==> src/sv/assert_macros.svh <==
// ----------------------------------------------------------------------------
// Assertion macros shared by the distance lookup RTL
// Clocked concurrent checks with a reset disable.
// ----------------------------------------------------------------------------
`ifndef ASSERT_MACROS_SVH
`define ASSERT_MACROS_SVH

// Plain property, checked at every rising edge outside reset
`define PQDT_ASSERT(lbl, clk, rst_n, prop) \
  lbl: assert property (@(posedge clk) disable iff (!rst_n) (prop)) \
    else $error("pqdt: property violated");

// Condition in one cycle implies a consequence in the next
`define PQDT_ASSERT_NEXT(lbl, clk, rst_n, pre, post) \
  lbl: assert property (@(posedge clk) disable iff (!rst_n) (pre) |=> (post)) \
    else $error("pqdt: next-cycle property violated");

`endif

==> src/sv/pqdt_pkg.sv <==
// ----------------------------------------------------------------------------
// pqdt_pkg
// Sizes, types and codes of the product-quantization distance lookup.
// ----------------------------------------------------------------------------
package pqdt_pkg;

  // Table geometry and entry format
  localparam int unsigned CODEBOOK_ROWS = 256;
  localparam int unsigned SUBQUANTIZERS = 16;
  localparam int unsigned DIST_BITS     = 24;

  // Field widths fixed by the item format
  localparam int unsigned CODE_BITS  = 8;
  localparam int unsigned COL_BITS   = 4;
  localparam int unsigned VALUE_BITS = 24;
  localparam int unsigned ID_BITS    = 32;
  localparam int unsigned SUM_BITS   = 28;

  // Derived widths
  localparam int unsigned ROW_BITS   = $clog2(CODEBOOK_ROWS);
  localparam int unsigned ROWCNT_W   = ROW_BITS + 1;
  localparam int unsigned LANE_GROUP = 4;
  localparam int unsigned NUM_GROUPS = (SUBQUANTIZERS + LANE_GROUP - 1) / LANE_GROUP;
  localparam int unsigned GROUP_W    = DIST_BITS + $clog2(LANE_GROUP);
  localparam int unsigned TOTAL_W    = DIST_BITS + 4;
  localparam int unsigned SAT_W      = (TOTAL_W > SUM_BITS) ? TOTAL_W : SUM_BITS;

  // Saturated distance, also the padding distance
  localparam logic [SUM_BITS-1:0] SUM_MAX = '1;
  // Identifier returned for padding
  localparam logic signed [ID_BITS-1:0] PAD_ID = -32'sd1;

  // Item kinds
  localparam logic ACT_LOAD   = 1'b0;
  localparam logic ACT_LOOKUP = 1'b1;

  typedef logic [DIST_BITS-1:0] dist_t;
  typedef logic [GROUP_W-1:0]   group_sum_t;

  // Per-item controls from the top level to the table banks
  typedef struct packed {
    logic load_en;
    logic lookup_en;
  } pqdt_ctrl_t;

endpackage

==> src/sv/pqdt_adder.sv <==
// ----------------------------------------------------------------------------
// pqdt_adder
// Registered two-level adder tree: groups of four lanes are summed into a
// register, the group sums are added combinationally at the output.
// ----------------------------------------------------------------------------
module pqdt_adder import pqdt_pkg::*; (
  input  logic               clk_i,
  input  logic               advance_i,
  input  dist_t              lane_i [SUBQUANTIZERS],
  output logic [TOTAL_W-1:0] sum_o
);

  group_sum_t term    [NUM_GROUPS][LANE_GROUP];
  group_sum_t group_d [NUM_GROUPS];
  group_sum_t group_q [NUM_GROUPS];

  // Map lanes onto group slots, unused slots are zero
  for (genvar g = 0; g < NUM_GROUPS; g++) begin : g_grp
    for (genvar k = 0; k < LANE_GROUP; k++) begin : g_slot
      if (g * LANE_GROUP + k < SUBQUANTIZERS) begin : g_used
        assign term[g][k] = GROUP_W'(lane_i[g * LANE_GROUP + k]);
      end else begin : g_unused
        assign term[g][k] = '0;
      end
    end
  end

  // First level: per-group sums
  always_comb begin
    for (int g = 0; g < NUM_GROUPS; g++) begin
      group_d[g] = '0;
      for (int k = 0; k < LANE_GROUP; k++) begin
        group_d[g] = group_d[g] + term[g][k];
      end
    end
  end

  always_ff @(posedge clk_i) begin
    if (advance_i) begin
      group_q <= group_d;
    end
  end

  // Second level: sum of group sums
  always_comb begin
    sum_o = '0;
    for (int g = 0; g < NUM_GROUPS; g++) begin
      sum_o = sum_o + TOTAL_W'(group_q[g]);
    end
  end

endmodule
==> config.mk <==
export PLATFORM = sky130hd
export DESIGN_NAME = pqdt_adder
export DESIGN_NICKNAME = d
export VERILOG_FILES = /design/src/sv/assert_macros.svh /design/src/sv/pqdt_pkg.sv /design/src/sv/pqdt_adder.sv
export SDC_FILE = /design/constraint.sdc
export NUM_CORES = 1
export LEC_CHECK = 0
export BUFFER_PORTS_ARGS = -buffer_cell sky130_fd_sc_hd__buf_2
export CAP_MARGIN = 30
export CORE_MARGIN = 4
export CORE_UTILIZATION = 56
export CTS_CLUSTER_SIZE = 24
export DETAILED_ROUTE_END_ITERATION = 8
export GPL_ROUTABILITY_DRIVEN = 0
export HOLD_SLACK_MARGIN = 0.15
export PLACE_DENSITY = 0.84
export REMOVE_ABC_BUFFERS = 1
export SLEW_MARGIN = 20
export SYNTH_ARGS = -nofsm -noshare
export SYNTH_HDL_FRONTEND = slang
export SYNTH_SLANG_ARGS = --single-unit
==> constraint.sdc <==
create_clock -name clk_i -period 4.3 [get_ports clk_i]
set_input_delay 0.215 -clock clk_i [delete_from_list [all_inputs] [get_ports clk_i]]
set_output_delay 0.215 -clock clk_i [all_outputs]
set_load 0.02 [all_outputs]
### Word-level counts from Yosys, hierarchy flattened

Cells that the tools add are included.

* bits in registers: 104
* bits in latches: 0
* bits in writable memories: 0
* memory bits (read-only): 0
* logic and storage cells: 19
* memories: 0

* add/sub/neg operators: 15
* multipliers: 0
* div/mod/pow operators: 0
* $lt $le $gt $ge: 0
* equal/unequal tests: 0
* shifts and indexed selects: 0
* mux-type cells: 0
* bitwise gates (word level): 0
* reduce and logical (&&, ||, !) cells: 0

Operators by type and width (count)
* adder 25 x 24 -> 26 bit: 4
* adder 26 x 24 -> 26 bit: 4
* adder 24 x 24 -> 25 bit: 4
* adder 27 x 26 -> 28 bit: 1
* adder 28 x 26 -> 28 bit: 1
* adder 26 x 26 -> 27 bit: 1

### Logic depth before layout (Yosys ltp)

* word-level depth: 3
* mapped depth: 15
* mapped depth without buffers: 15

### Worst setup path before layout

OpenSTA, ideal clock, no wires.

* kind: input port to flip-flop
* start point: input port lane_i[1] (netlist bit)
* end point: register group_q[19] (netlist bit) (data pin)
* data arrival time: 3537 ps
* slack: 503 ps
* stages: 14
* buffers on the path: 0
* cells stage by stage: inv_1 -> fa_1 -> inv_1 -> fa_1 -> ha_1 -> fa_1 -> a21o_1 -> a31oi_1 -> nor2b_1 -> a221o_1 -> a221o_1 -> a221o_1 -> a21oi_2 -> xnor2_1

RTL lines
* start, declared: RTL line pqdt_adder.sv:9 `input dist_t lane_i [SUBQUANTIZERS],`
* end signal, assigned: RTL line pqdt_adder.sv:40 `group_q <= group_d;`
* end, declared: RTL line pqdt_adder.sv:15 `group_sum_t group_q [NUM_GROUPS];`

### Worst setup path in the final report

* start point: register group_q[1] (netlist bit)
* end point: output port sum_o[23]

* word-level cells in the longest chain between the ends: 1

RTL lines
* adder 28 x 26 -> 28 bit: RTL line pqdt_adder.sv:48 `sum_o = sum_o + TOTAL_W'(group_q[g]);`
* end, declared: RTL line pqdt_adder.sv:10 `output logic [TOTAL_W-1:0] sum_o`

Every way passes these cells.

==> summary.log <==
qor: outcome.run_status finished with violations
qor: outcome.violations setup timing
qor: yosys.yosys.cell_types.count 60
qor: placement.place.detailed.hpwl 31,900 µm
qor: yosys.synth.largest_area_cell fa_1
qor: yosys.synthTopCellsByArea fa_1 (31%), edfxtp_1 (20%), inv_1 (16%), ha_1 (9.9%), xnor2_1 (3.9%)
qor: layout.area_growth_syn_to_layout 19.3%
qor: yosys.area_fraction_in_compound_gates_after_synthesis 0.123
qor: yosys.ys_seq_elements 104
qor: yosys.yosys.area_share.simple 0.0567
qor: placement.port_buffers 413
qor: setup_path.path_delay_family adder cells
qor: setup_path.timing.critical_path.slowest_cell_delay 0.53 ns
qor: yosys.synth_top_area_frac 0.305
qor: timing.final.setup.tns -0.0613 ns
qor: setup_path.path_class flop to output pin
qor: setup_path.critical_path.slowest_cell fa_1
qor: setup_path.timing.critical_path.from group_q[1]
qor: yosys.yosys-mux-area-fraction 0.00125
qor: timing.grt_setup_unrepaired yes
qor: floorplan.io_pins 414
qor: layout.layout-drive-gt1-share 0.215
qor: timing.worstMarginPinSlew 0.512 ns
qor: clock_tree.cts_tree built
qor: global_routing.track_usage 0.231
qor: timing.setup_viol 3
qor: clock_tree.cts.htree.levels 3
qor: global_routing.grt_start_max_net_pins 76
qor: layout.post-route-util 0.681
qor: clock_tree.clock-sinks 104
qor: global_routing.grt_antenna_before_repair 0
qor: clock_tree.root_buffer clkbuf_16
qor: layout.num-nets-final 2,944
qor: global_routing.grt_pass1_vias 13,500
qor: clock_tree.cts_max_path_buffers 2
qor: floorplan.die_width 177 µm
qor: detailed_routing.routedWlPerCell 14.1 µm
qor: detailed_routing.initialDrtViolationCount 677
qor: setup_path.timing.critical_path.arrival 4.11 ns
qor: timing.slew_headroom 0.656
qor: setup_path.critPathBufInv 6
qor: worst_hold_path.hold_path.class primary input to flop
qor: detailed_routing.detail_route.wirelength 36,300 µm
qor: setup_path.critical_path_peak_fanout 4
qor: yosys.syn-instance-count 1,756
qor: setup_path.cells_along_the_critical_path inv_1, fa_1, inv_1, fa_1, ha_2, inv_2, fa_2, nor2b_1, o21a_1, o21a_1, o31a_1, o211ai_1, buf_4, a211oi_4, buf_6, a31oi_2, xnor2_1, buf_4
qor: setup_path.setup.worst_path.start_class flop
qor: timing.timing.fmax 231 MHz
qor: layout.registers.top_by_ff_count group_q
qor: yosys.synth-xor-area-share 0.0575
qor: clock_tree.clkTransAtPathRegs 0.07 ns
qor: detailed_routing.route.detailed.drc 0
qor: detailed_routing.routed_via_density 5.00
qor: yosys.syn_avg_cell_area 9.11 µm²
qor: timing.min_period 4.33 ns
qor: floorplan.fp.dieArea 31,300 µm²
qor: yosys.synth.cell_area 16,000 µm²
qor: yosys.post_synthesis_share_of_cell_area_spent_on_full_adders_half_adders_and_majority_gates 0.405
qor: timing.layout_setup_ws -0.0272 ns
qor: timing.timing_hold_violations_final 0
qor: layout.n_antenna_cell 0
qor: yosys.synth_enable_flop_cells 104
qor: global_routing.grt.overflow.total 0
qor: floorplan.floorplan.initialDensity 0.571
qor: detailed_routing.dr_total_vias 12,800
qor: floorplan.floorplan.core_area 28,000 µm²
qor: global_routing.grt_first_pass_wirelength 58,900 µm
qor: timing.maxSlewViolCount 0
qor: setup_path.category_of_the_worst_setup_path_capture_point output pin
qor: clock_tree.tritoncts_buffers 9
qor: yosys.combinational_family_with_the_most_area_after_synthesis adder cells
qor: detailed_routing.postRouteAntennaNets 0
qor: worst_hold_path.hold_start lane_i[168]
qor: layout.number_of_flip_flops_under_the_largest_register_name 104
qor: setup_path.cp.required 4.09 ns
qor: clock_tree.post_cts_hold_buffer_count 0
qor: timing.min_period_over_period 1.01
qor: floorplan.fp-row-count 61
qor: detailed_routing.drtPass1Iterations 5
qor: floorplan.die_h 177 µm
qor: job.cap_violations 0
qor: yosys.synth_flop_cell edfxtp_1
qor: yosys.yosysWarnings 0
qor: yosys.synth-seq-area-share 0.195
qor: yosys.synth-async-reset-ratio 0
qor: layout.layout_top_registers group_q x104
[layout make-up]
class / count / area [µm²]
Timing Repair Buffer: 428 / 2220
Inverter: 679 / 2550
Tap cell: 378 / 473
Sequential cell: 104 / 3120
Fill cell: 2205 / 8930
Multi-Input combinational cell: 965 / 10400
Clock inverter: 7 / 53.8
Clock buffer: 9 / 225
[stage by stage]
| stage | hold WS [ns] | std cells | area [µm²] | setup slack (ns) |
|---|---|---|---|---|
| after floorplan | 0.327 | 1748 | 16000 | 0.503 |
| after CTS | 0.151 | 2566 | 19000 | -0.00347 |
| after detailed placement | 0.522 | 2546 | 18600 | 0.0542 |
| after global placement | 0.516 | 2546 | 18600 | 0.144 |
| after global routing | 0.150 | 2570 | 19100 | -0.270 |
| final | 0.161 | 2570 | 19100 | -0.0272 |
[Yosys cell counts (11+ instances only)]
cell type and number:
xnor2_1 72, a21o_1 51, fa_1 244, nand2_1 42
o21a_1 16, nand3_1 14, o21bai_1 16, nand4_1 14
o21ai_0 46, a211oi_1 12, inv_1 679, a31oi_1 14
edfxtp_1 104, nand2b_1 11, a21oi_1 91, xor2_1 33
ha_1 127, nor2_1 54
[repair_timing]
item                                   in CTS  in global routing
setup endpoints to repair                  11                 12
endpoints found under the hold margin       0                  0
gates resized for setup                    22                 15
buffers inserted                            5                  3
pin swaps                                  15                  8
[cells in the final DEF, fill, tap and decap left out, types with 10 or more instances in the layout]
cell type / n
a21o_1: 51
a21oi_1: 91
a31oi_1: 12
and3_1: 10
buf_2: 405
buf_4: 21
edfxtp_1: 104
fa_1: 243
ha_1: 125
inv_1: 677
nand2_1: 42
nand2b_1: 11
nand3_1: 13
nand4_1: 14
nor2_1: 52
nor2b_1: 10
nor3_1: 10
o21a_1: 16
o21ai_0: 45
o21bai_1: 16
xnor2_1: 71
xor2_1: 32
[logic make-up (layout without fill, tap and decap cells)]
family,after synthesis,after routing
AOI/OAI and AO/OA,301,301
xor gates and xnor gates,105,105
adders and majority gates,371,371
buffers and inverters,687,1123
DFF,104,104
muxes,2,2
and+or+nand+nor,186,186
[final timing paths]
check,to,cells after the start
max,sum_o[23],18
min,group_q[26],2
[metal layers]
layer | track usage | part of all wire
met5 | 0 | 0
met3 | 0.0429 | 0.070
met4 | 0.0606 | 0.026
met2 | 0.445 | 0.55
met1 | 0.261 | 0.36
Power is not shown: default switching activity piles up to over one toggle a cycle in this logic, so the estimate is an artifact.
